==> src/rtl/run_length_level_decoder_core_macros.svh <==
// assertion helpers shared by the rlld modules
`ifndef RUN_LENGTH_LEVEL_DECODER_CORE_MACROS_SVH
`define RUN_LENGTH_LEVEL_DECODER_CORE_MACROS_SVH

// property must hold at every edge outside reset
`define RLLD_ASSERT(lbl, prop, msg) \
  lbl: assert property (@(posedge clk) disable iff (rst) prop) else $error(msg);

// condition must never be seen outside reset
`define RLLD_NEVER(lbl, cond, msg) \
  lbl: assert property (@(posedge clk) disable iff (rst) !(cond)) else $error(msg);

`endif

==> src/rtl/rlld_pkg.sv <==
package rlld_pkg;

  localparam int LEVEL_DEPTH   = 256;
  localparam int LEVEL_AW      = 8;
  localparam int MAX_CODE_BITS = 16;
  localparam int COUNT_W       = 33;
  localparam int PROD_W        = COUNT_W + MAX_CODE_BITS;
  localparam int FIFO_DEPTH    = 8;
  localparam int FIFO_AW       = 3;

  localparam logic [COUNT_W-1:0] COUNT_MAX = '1;

  localparam logic OP_LOAD = 1'b0;
  localparam logic OP_CODE = 1'b1;

  localparam logic [2:0] ST_OK        = 3'd0;
  localparam logic [2:0] ST_NO_LEVEL  = 3'd1;
  localparam logic [2:0] ST_TOO_LONG  = 3'd2;
  localparam logic [2:0] ST_TOTAL     = 3'd3;
  localparam logic [2:0] ST_BAD_PARAM = 3'd4;

  localparam logic [1:0] CFG_CODE_WIDTH   = 2'd0;
  localparam logic [1:0] CFG_MAX_LEVEL    = 2'd1;
  localparam logic [1:0] CFG_LEVEL_COUNT  = 2'd2;
  localparam logic [1:0] CFG_TOTAL_VALUES = 2'd3;

  typedef struct packed {
    logic        opcode;
    logic [7:0]  table_index;
    logic [15:0] table_value;
    logic [15:0] code;
    logic        final_code;
  } in_item_t;

  typedef struct packed {
    logic [7:0]  level_index;
    logic [15:0] table_level;
    logic [31:0] run_length;
    logic        done_res;
    logic [2:0]  status;
  } out_item_t;

  // result before the table lookup
  typedef struct packed {
    logic [7:0]  level_index;
    logic [31:0] run_length;
    logic        done_res;
    logic [2:0]  status;
  } run_t;

  typedef struct packed {
    logic      v0;
    logic      v1;
    out_item_t o0;
    out_item_t o1;
  } res_pair_t;

  typedef struct packed {
    logic [4:0]  code_width;
    logic [7:0]  max_level;
    logic [7:0]  level_count;
    logic [31:0] total_values;
  } cfg_t;

  function automatic logic [COUNT_W-1:0] sat_add(input logic [COUNT_W-1:0] a,
                                                 input logic [COUNT_W-1:0] b);
    logic [COUNT_W:0] s;
    s = {1'b0, a} + {1'b0, b};
    return s[COUNT_W] ? COUNT_MAX : s[COUNT_W-1:0];
  endfunction

  function automatic logic [COUNT_W-1:0] sat_mul(input logic [COUNT_W-1:0] a,
                                                 input logic [MAX_CODE_BITS-1:0] b);
    logic [PROD_W-1:0] p;
    p = PROD_W'(a) * PROD_W'(b);
    return (|p[PROD_W-1:COUNT_W]) ? COUNT_MAX : p[COUNT_W-1:0];
  endfunction

endpackage

==> src/rtl/rlld_res_fifo.sv <==
`include "run_length_level_decoder_core_macros.svh"

module rlld_res_fifo (
  input  logic                 clk,
  input  logic                 rst,
  input  rlld_pkg::res_pair_t  res,
  output logic [rlld_pkg::FIFO_AW:0] count,
  output logic                 out_valid,
  input  logic                 out_ready,
  output rlld_pkg::out_item_t  out_item
);
  import rlld_pkg::*;

  out_item_t          entries [FIFO_DEPTH];
  logic [FIFO_AW-1:0] wr_ptr;
  logic [FIFO_AW-1:0] rd_ptr;
  logic [FIFO_AW:0]   push_n;
  logic               pop;

  always_comb begin
    push_n    = (FIFO_AW+1)'(res.v0) + (FIFO_AW+1)'(res.v1);
    out_valid = count != '0;
    pop       = out_valid && out_ready;
    out_item  = entries[rd_ptr];
  end

  always_ff @(posedge clk) begin
    if (res.v0) begin
      entries[wr_ptr] <= res.o0;
      if (res.v1) begin
        entries[wr_ptr + FIFO_AW'(1)] <= res.o1;
      end
    end else if (res.v1) begin
      entries[wr_ptr] <= res.o1;
    end
  end

  always_ff @(posedge clk) begin
    if (rst) begin
      wr_ptr <= '0;
      rd_ptr <= '0;
      count  <= '0;
    end else begin
      wr_ptr <= wr_ptr + push_n[FIFO_AW-1:0];
      if (pop) begin
        rd_ptr <= rd_ptr + FIFO_AW'(1);
      end
      count <= count + push_n - (FIFO_AW+1)'(pop);
    end
  end

  `RLLD_NEVER(a_no_overflow, count + push_n > (FIFO_AW+1)'(FIFO_DEPTH), "result queue overflow")

endmodule

==> config.mk <==
export PLATFORM = sky130hd
export DESIGN_NAME = rlld_res_fifo
export DESIGN_NICKNAME = d
export VERILOG_FILES = /design/src/rtl/rlld_pkg.sv /design/src/rtl/rlld_res_fifo.sv
export VERILOG_INCLUDE_DIRS = /design/src /design/src/rtl
export SDC_FILE = /design/constraint.sdc
export NUM_CORES = 1
export LEC_CHECK = 0
export BUFFER_PORTS_ARGS = -buffer_cell sky130_fd_sc_hd__buf_2
export CORE_MARGIN = 4
export CORE_UTILIZATION = 55
export DETAILED_ROUTE_END_ITERATION = 8
export PLACE_DENSITY = 0.77
export SYNTH_ARGS = -nofsm -noshare
export SYNTH_HDL_FRONTEND = slang
export SYNTH_SLANG_ARGS = --single-unit
==> constraint.sdc <==
create_clock -name clk -period 6.32 [get_ports clk]
set_input_delay 0.632 -clock clk [delete_from_list [all_inputs] [get_ports clk]]
set_output_delay 0.632 -clock clk [all_outputs]
set_load 0.005 [all_outputs]
==> results, run 1 <==
- The run finished with clean final reports.
- Summed over all failing endpoints, the final setup total negative slack is 0 ns.
- At the worst endpoint, the arrival time is 4.23 ns.
- The floorplan step set the die width to 222 µm.
- In this run, post-CTS hold repair placed 0 buffers.
- Setup repair after global routing left no endpoint under its margin.
- STA classifies the critical path endpoint as a flop.
- The die covers 49200 µm².
- In the finished design, the share of the clock period the worst path needs comes to 63.4%.
- The min-delay analysis places its worst path in the category primary input to flop.
- The starting utilization of the core area is 55.5%.
- Of the post-synthesis cell area, the dominant cell type holds 57.4%.
- The count of cells resized by post-cts repair is 0.
- The power per cell area is 317 nW/µm².
- Synthesis produced a netlist whose cell count is around 1400.
- The number of remaining DRC errors is 0.
- Counting every net in the synthesized netlist gives 1526.
- The count of cells along the worst register-to-register path is 5.
- The repair_antennas step left the layout with diodes totalling 0.
- By area the synthesized netlist is led by sky130_fd_sc_hd__edfxtp_1 57%, sky130_fd_sc_hd__mux2_2 26%, sky130_fd_sc_hd__mux4_2 11%.
- The kind of start point of the critical path is a flop.
- The relative slew slack is roughly 14%.
- The overall die height is 222 µm.
- The highest clock frequency the design can meet is 249 MHz.
- In the post-route analysis, the smallest setup slack over all paths is 2.31 ns.
- The count of final max-slew check failures was 0.
- The count of H-tree levels built during CTS is 2.
- Entering global routing, the biggest net connects 62 pins.
- The post-synthesis average cell area is around 18 µm².
- The final-report setup violation count is 0.
- The count of vias placed by the detailed router is about 14000.
- The congestion estimate from routability-driven global placement came to 0.757.
- The number of placed instances, taps included, is 2104.
- The clock latency on the worst-skew pair is 0.58 ns.
- The mean routed wirelength per cell is 26.3 µm.
- Wires add up to between 50000 and 60000 µm.
- The first detailed-routing pass ran for 5 iterations.
- The number of antenna violations at the first check in global routing came to 1.
- The distinct cell type count of the synthesized netlist is 33.
- STA puts the critical path data required time at 6.54 ns.
- The maximum clock skew at final layout is 0.0142 ns.
- CTS saw 493 sinks.
- The top fanout value on the critical path is 61.
- The sequential-to-total area share from yosys stat is 58.4%.
- For this run, the post-layout net count is 1697.
- The worst slack after detailed placement is 2.12 ns.
- The tool flagged a number of max-cap violations equal to 0.
- The final-layout fill cell count is 3227.
- The cell sitting at the root of the clock tree is a sky130_fd_sc_hd__clkbuf_16.
- The global routing usage summed across all routing layers is 23.3%.
- The count of warnings emitted by yosys is 0.
- The largest area contributor in the netlist is sky130_fd_sc_hd__edfxtp_1.
- In this run the remaining antenna-violating nets after routing total 0.
- The number of synthesized register bits is 493.
- The worst hold path passes through 2 cells.
- The leftover overflow at the end of global routing is 0.
- The finished layout holds 2198 standard cells, fillers aside.
- The longest clock path from root to sink contains 3 buffers.
- In this run the post-CTS setup repair buffer count came out at 0.
- The first routing iteration left 1000 violations.
- Summed over all nets, the half-perimeter wirelength after detailed placement is approximately 32000 µm.
- From synthesis to final layout, the design area changed by 12.9%.
- The clock tree from TritonCTS is yes.
- The static power due to leakage is 9.32 nW.
- After synthesis the cells add up to 25100 µm².
- The slew at the pin closest to its max-slew limit is 1.28 ns.
- After clock tree synthesis, the clock-pin slew on the worst setup and hold paths is approximately 0.060 ns.
- The start-to-end type of the worst setup path is flop to flop.
- Dividing the detail-routed via count by the number of cells gives 6.15.
- The number of hold-slack violations in the final timing report was 0.
- The via count of the first global-routing pass was 14884.
- 190 I/O pins were placed.
- IR analysis of the VDD net gives a maximum drop of 0.000193 V.
- The layout cell share with drive strength beyond 1 is 62.3%.
- During placement, the flow inserted port buffers numbering ~190.
- Buffers inserted during clock tree synthesis total 52.
- The wire length of the first global-routing pass is 89200 µm.
- The number of rows created at floorplan is 78.
- The routed design could run at a clock period as short as 4.01 ns.
- The area of the core is 45300 µm².
[flip-flops by register name, indices dropped and copies added, names as in the netlist, named ones only]
signal   cells
entries    480
count        4
rd_ptr       3
wr_ptr       3
[cells in the mapped netlist]
cell and count:
sky130_fd_sc_hd__buf_2 58, sky130_fd_sc_hd__inv_1 14, sky130_fd_sc_hd__a21oi_1 6, sky130_fd_sc_hd__nor2_1 9, sky130_fd_sc_hd__nor3_1 1, sky130_fd_sc_hd__buf_4 1, sky130_fd_sc_hd__mux2_2 572, sky130_fd_sc_hd__xor2_1 1
sky130_fd_sc_hd__a31o_2 1, sky130_fd_sc_hd__mux2_1 28, sky130_fd_sc_hd__dfxtp_1 13, sky130_fd_sc_hd__ha_1 12, sky130_fd_sc_hd__o21bai_1 1, sky130_fd_sc_hd__nand2_1 5, sky130_fd_sc_hd__nand3_1 2, sky130_fd_sc_hd__xnor2_1 1
sky130_fd_sc_hd__o21ai_0 5, sky130_fd_sc_hd__clkbuf_1 26, sky130_fd_sc_hd__o32ai_1 1, sky130_fd_sc_hd__or3_1 2, sky130_fd_sc_hd__o22ai_1 3, sky130_fd_sc_hd__or2_2 2, sky130_fd_sc_hd__xor2_2 1, sky130_fd_sc_hd__nor2b_1 3
sky130_fd_sc_hd__nand3b_1 2, sky130_fd_sc_hd__edfxtp_1 480, sky130_fd_sc_hd__buf_1 6, sky130_fd_sc_hd__nor3b_1 2, sky130_fd_sc_hd__fa_1 2, sky130_fd_sc_hd__nor3_2 2, sky130_fd_sc_hd__mux4_2 120, sky130_fd_sc_hd__xnor2_2 1
sky130_fd_sc_hd__nand2b_1 4
[cells in the final DEF, fill, tap and decap left out, drive strengths merged]
cell	Yosys	final
nor2	9	9
o21bai	1	1
nor3b	2	2
a21oi	6	6
nand2b	4	4
o32ai	1	1
buf	65	208
inv	14	14
o22ai	3	3
clkinvlp	0	1
nand2	5	5
xnor2	2	2
nor2b	3	3
fa	2	2
edfxtp	480	480
o21ai	5	5
nor3	3	3
a31o	1	1
nand3	2	2
mux4	120	120
clkinv	0	21
ha	12	12
mux2	600	600
or3	2	2
bufinv	0	3
nand3b	2	2
clkbuf	26	69
dfxtp	13	13
or2	2	2
xor2	2	2
[where the power goes]
part | switching, mW | total (mW) | internal, mW
registers | 0.176 | 4.19 | 4.01
clock network | 1.24 | 2.93 | 1.69
logic | 0.903 | 1.88 | 0.975
[worst max-delay path, stage by stage (launching register included)]
cell and delay (ns):
sky130_fd_sc_hd__dfxtp_1 0.58, sky130_fd_sc_hd__ha_1 0.41, sky130_fd_sc_hd__nor3b_1 0.60, sky130_fd_sc_hd__nand2_4 0.71
sky130_fd_sc_hd__o21ai_4 0.74, sky130_fd_sc_hd__buf_4 0.55
[layout make-up]
type | instances | area, µm² | area share [%]
inverters | 14 | 52.6 | 0.185
clock inverters | 25 | 199 | 0.701
multi-input cells | 789 | 10200 | 35.8
repair buffers | 208 | 1130 | 3.97
flip-flops and latches | 493 | 14700 | 51.7
clock buffers | 69 | 1420 | 4.99
well taps | 600 | 751 | 2.65
[through the flow]
| stage | hold slack [ns] | util (%) | total power, mW | area, µm² |
|---|---|---|---|---|
| after global placement | 0.465 | 59.1 | 6.10 | 26800 |
| after detailed placement | 0.512 | 59.1 | 6.15 | 26800 |
| after global routing | 0.354 | 62.7 | 9.35 | 28400 |
| after floorplan | 0.459 | - | 5.47 | 25100 |
| after CTS | 0.325 | 62.7 | 9.07 | 28400 |
| final | 0.358 | 62.7 | 8.99 | 28400 |
[path summary, 6_finish.rpt]
kind / slack, ns / startpoint / end
worst max-delay path: 2.31 / wr_ptr[0] / entries[5][19]
worst min-delay path: 0.36 / rst / count[1]
worst max register to register: 2.31 / wr_ptr[0] / entries[5][19]
worst min register to register: 0.52 / rd_ptr[2] / flop
[layer usage]
| layer | global-route usage, % | wire length, µm | vias up |
|---|---|---|---|
| met5 | 0 | 13 | - |
| met4 | 7.06 | 1600 | 2 |
| met3 | 3.10 | 2890 | 89 |
| met2 | 41.9 | 30400 | 383 |
| met1 | 29.7 | 22800 | 7040 |
| li1 | - | - | 5993 |
[kinds of logic (layout without fill, tap and decap cells)]
group | Yosys count | count (layout) | share of synthesized area (%)
AO/OA/AOI/OAI | 17 | 17 | 0.393
flip-flops | 493 | 493 | 58.4
XOR/XNOR | 4 | 4 | 0.199
buffers and inverters | 105 | 316 | 1.87
adder cells (fa/ha/maj) | 14 | 14 | 0.757
multiplexers | 720 | 720 | 37.6
AND/OR/NAND/NOR | 34 | 34 | 0.742
Power figures use the tool's default switching activity.
==> inputs of run 2 (changes only) <==
--- a/config.mk
+++ b/config.mk
@@ -6,11 +6,12 @@
 export SDC_FILE = /design/constraint.sdc
 export NUM_CORES = 1
 export LEC_CHECK = 0
+export ABC_AREA = 1
 export BUFFER_PORTS_ARGS = -buffer_cell sky130_fd_sc_hd__buf_2
 export CORE_MARGIN = 4
 export CORE_UTILIZATION = 55
 export DETAILED_ROUTE_END_ITERATION = 8
-export PLACE_DENSITY = 0.77
+export PLACE_DENSITY = 0.73
 export SYNTH_ARGS = -nofsm -noshare
 export SYNTH_HDL_FRONTEND = slang
 export SYNTH_SLANG_ARGS = --single-unit
==> constraint.sdc (replaced) <==
create_clock -name clk -period 3.8 [get_ports clk]
set_input_delay 0.38 -clock clk [delete_from_list [all_inputs] [get_ports clk]]
set_output_delay 0.38 -clock clk [all_outputs]
set_load 0.005 [all_outputs]
==> run 2 against run 1 <==
Area after synthesis up 16%. First-iteration DRC count grew to 3.0 times the previous value. Hold slack worse by 0.27 ns. Critical path depth grew 3. Power grew 100%. Clock power is 72% higher. Clock-buffer cell count grew 9. Sequential share of layout area down 5.8 points. Clock skew shrank 0.0075 ns. Non-clock buffer count rose by 32.
==> results, run 2 <==
- The count of cells resized by post-cts repair is 0.
- The sequential-to-total area share from yosys stat is roughly half.
- The slowest stage of the critical path belongs to the cell sky130_fd_sc_hd__buf_4.
- The cell with the most instances after synthesis is sky130_fd_sc_hd__nand2_1.
- The most used cell along the critical path is sky130_fd_sc_hd__nand2_1.
- The synthesized cell area is around 29000 µm².
- For this design the top-level I/O count stands at 190.
- In the routed design, unresolved DRC markers number 0.
- The first-pass iteration count of the detailed router is 6.
- The register ranked first by flip-flop count is entries.
- Along the worst path, the maximum fanout reaches 88.
- The clock transition time at the flip-flop clock pins of the worst setup and hold paths is 0.06 ns.
- The max-capacitance violation count is 0.
- The starting utilization of the core area is 55.5%.
- The number of vias per cell is just under 6.
- The slew at the pin closest to its max-slew limit is 1.13 ns.
- The largest area contributor in the netlist is sky130_fd_sc_hd__edfxtp_1.
- The start-to-end type of the worst setup path is flop to output port.
- CTS placed an instance of sky130_fd_sc_hd__clkbuf_16 at the clock tree root.
- After filler insertion, the fill cell instance count of the layout stands at 4559.
- The area of the core is 52400 µm².
- Counting flops with a built-in enable in the synthesized netlist gives 480.
- The floorplan step defined a die boundary enclosing 56600 µm².
- Once the clock tree was built, the setup fixing pass inserted 0 buffers.
- The final-report setup violation count is 0.
- The family with the most delay on the worst path is buffers and inverters.
- After floorplanning, the core was divided into 84 placement rows.
- The commonest cells after synthesis are 2175 x sky130_fd_sc_hd__nand2_1, 480 x sky130_fd_sc_hd__edfxtp_1, 480 x sky130_fd_sc_hd__nand4_1.
- The most common library cell in the layout ignoring fill and taps is sky130_fd_sc_hd__nand2_1.
- The path class of the tightest hold or removal check is primary input to flop.
- The count of final max-slew check failures is 0.
- The sequential cell area in the final layout is 14700 µm².
- The detailed router placed 26988 vias in this run.
- The maximum number of buffers from clock root to sink is 3.
- The final critical-path required period is 3.27 ns.
- TritonCTS created 51 clock buffers.
- For this design the ratio of total power to cell area is approximately 570 nW/µm².
- Once detailed placement completed, the half-perimeter wirelength came to 46200 µm.
- By area the synthesized netlist is led by sky130_fd_sc_hd__edfxtp_1 50%, sky130_fd_sc_hd__nand2_1 28%, sky130_fd_sc_hd__nand4_1 10%.
- The register with the most flip-flops in the layout has 480 of them.
- The die is 238 µm tall.
- The final RePlAce weighted congestion is 0.799.
- Summed over all layers, the routed wires come to just over 90000 µm.
- The buffer and inverter count on the worst path is 2.
- The required time at the endpoint of the critical path is between 3 and 4 ns.
- The mean routed wirelength per cell is roughly 20 µm.
- The detail route stage leaves a number of antenna-violating nets equal to 0.
- The first routing iteration left 3048 violations.
- The primary flip-flop cell chosen by synthesis mapping is sky130_fd_sc_hd__edfxtp_1.
- The kind of start point of the critical path is a flop.
- The global routing usage summed across all routing layers is 31.7%.
- In this run, post-CTS hold repair placed 0 buffers.
- The area growth from synthesis to layout is 9.90%.
- The number of sinks driven by the clock tree is 493.
- Counting every net in the synthesized netlist gives 4043.
- In the finished design, the share of the clock period the worst path needs comes to 86.1%.
- The signal on the critical path passes through buf_4 > nand2_1 > nand2_1 > nand2_1 > nand2_1 > nand2_1 > nand2_1 > buf_2.
- Summing all multi-input logic gate instances after layout gives 12400 µm².
- The clock tree from TritonCTS is yes.
- The post-synthesis average cell area is 7.45 µm².
- The worst-case IR drop observed on VDD is 0.000437 V.
- In the layout the commonest cells are 2175 x sky130_fd_sc_hd__nand2_1, 480 x sky130_fd_sc_hd__nand4_1, 480 x sky130_fd_sc_hd__edfxtp_1.
- STA puts the critical path data arrival time at 2.89 ns.
- The number of antenna violations at the first check in global routing came to 2.
- The relative slew slack is between 20% and 30%.
- Setup repair after global routing left no endpoint under its margin.
- In the final layout, the registers with the most flip-flops are entries: 480 flops, count: 4 flops.
- The element type at the critical path end is an output port.
- The number of synthesized register bits is 493.
- The Yosys step of the flow raised 0 warnings.
- Clock skew on the completed layout was measured at 0.00671 ns.
- In the synthesized netlist the async set-or-reset flop fraction comes to 0%.
- The tightest hold path in the finished design has a slack of 0.0835 ns.
- The worst slack after detailed placement is 0.930 ns.
- In the post-route analysis, the smallest setup slack over all paths is 0.529 ns.
- The total overflow left after global routing is 0.
- The run finished with clean final reports.
- The number of hold-slack violations in the final timing report is 0.
- Summed over all cells, the static leakage comes to 15.2 nW.
- The clock reaches the later pin of the worst-skew pair after 0.61 ns.
- The wire length of the first global-routing pass is 142000 µm.
- The via count of the first global-routing pass was 25207.
- The total number of nets in the final design is 3964.
- The pin count of the biggest net entering global routing is around 160.
- The count of buffers from port buffering is between 150 and 200.
- Cells with a size suffix above 1 make up about 9% of the layout.
- The instance count of the mapped netlist is 3904.
- The distinct cell type count of the synthesized netlist is 24.
- The die width is 238 µm.
- The H-tree was split into 2 levels.
- The longest individual stage delay on the worst path is 0.85 ns.
- Derived from the worst setup path, the maximum achievable clock frequency is ~310 MHz.
- The share of synthesized area in the top cell type comes to 49.6%.
[run 2: cell families after synthesis]
group	count (synthesis)	synth area share, %
compound gates	71	1.22
xor+xnor	4	0.211
fa+ha+maj	14	0.654
buf+inv	579	7.58
flops	493	50.5
simple gates	2743	39.9
[run 2: final cells by class]
cell class	count	share of cell area (%)
diodes	3	0.0235
clock buffers	78	4.69
clock inverters	15	0.442
inverters	207	2.51
multi-input cells	2832	38.9
flip-flops and latches	493	45.9
well taps	688	2.69
repair buffers	240	4.78
[run 2: per-layer routing]
metal	share of wire (%)	GRT usage [%]	vias to the layer above
met1	37	39.9	12431
met3	9.6	4.38	281
met2	49	55.3	1603
met5	0	0	-
li1	-	-	12673
met4	4.1	13.0	0
[run 2: final timing paths]
kind                  start             to  slack, ns  cells after the start
hold reg to reg   rd_ptr[1]           flop       0.49                      2
setup / recovery       flop   out_item[56]       0.53                      8
hold / removal          rst       count[1]       0.08                      2
setup reg to reg  wr_ptr[0]  entries[5][4]       0.94                      6
[run 2: where the power goes]
part	internal [mW]	total (mW)	switching [mW]
logic	1.60	6.13	4.53
clock network	2.91	5.05	2.14
registers	6.71	6.89	0.178
total	11.2	18.1	6.85
[run 2: per-stage QoR]
step / instances / utilization, % / total power, mW / cell area [µm²] / TNS, ns
global route: 4555 / 60.9 / 19.0 / 32000 / 0
global placement: 4460 / 57.8 / 13.0 / 30300 / 0
CTS: 4553 / 60.9 / 18.0 / 32000 / 0
floorplan: 3904 / - / 10.9 / 29100 / -66.96
detailed placement: 4460 / 57.8 / 13.0 / 30300 / 0
finish: 4556 / 60.9 / 18.1 / 32000 / 0
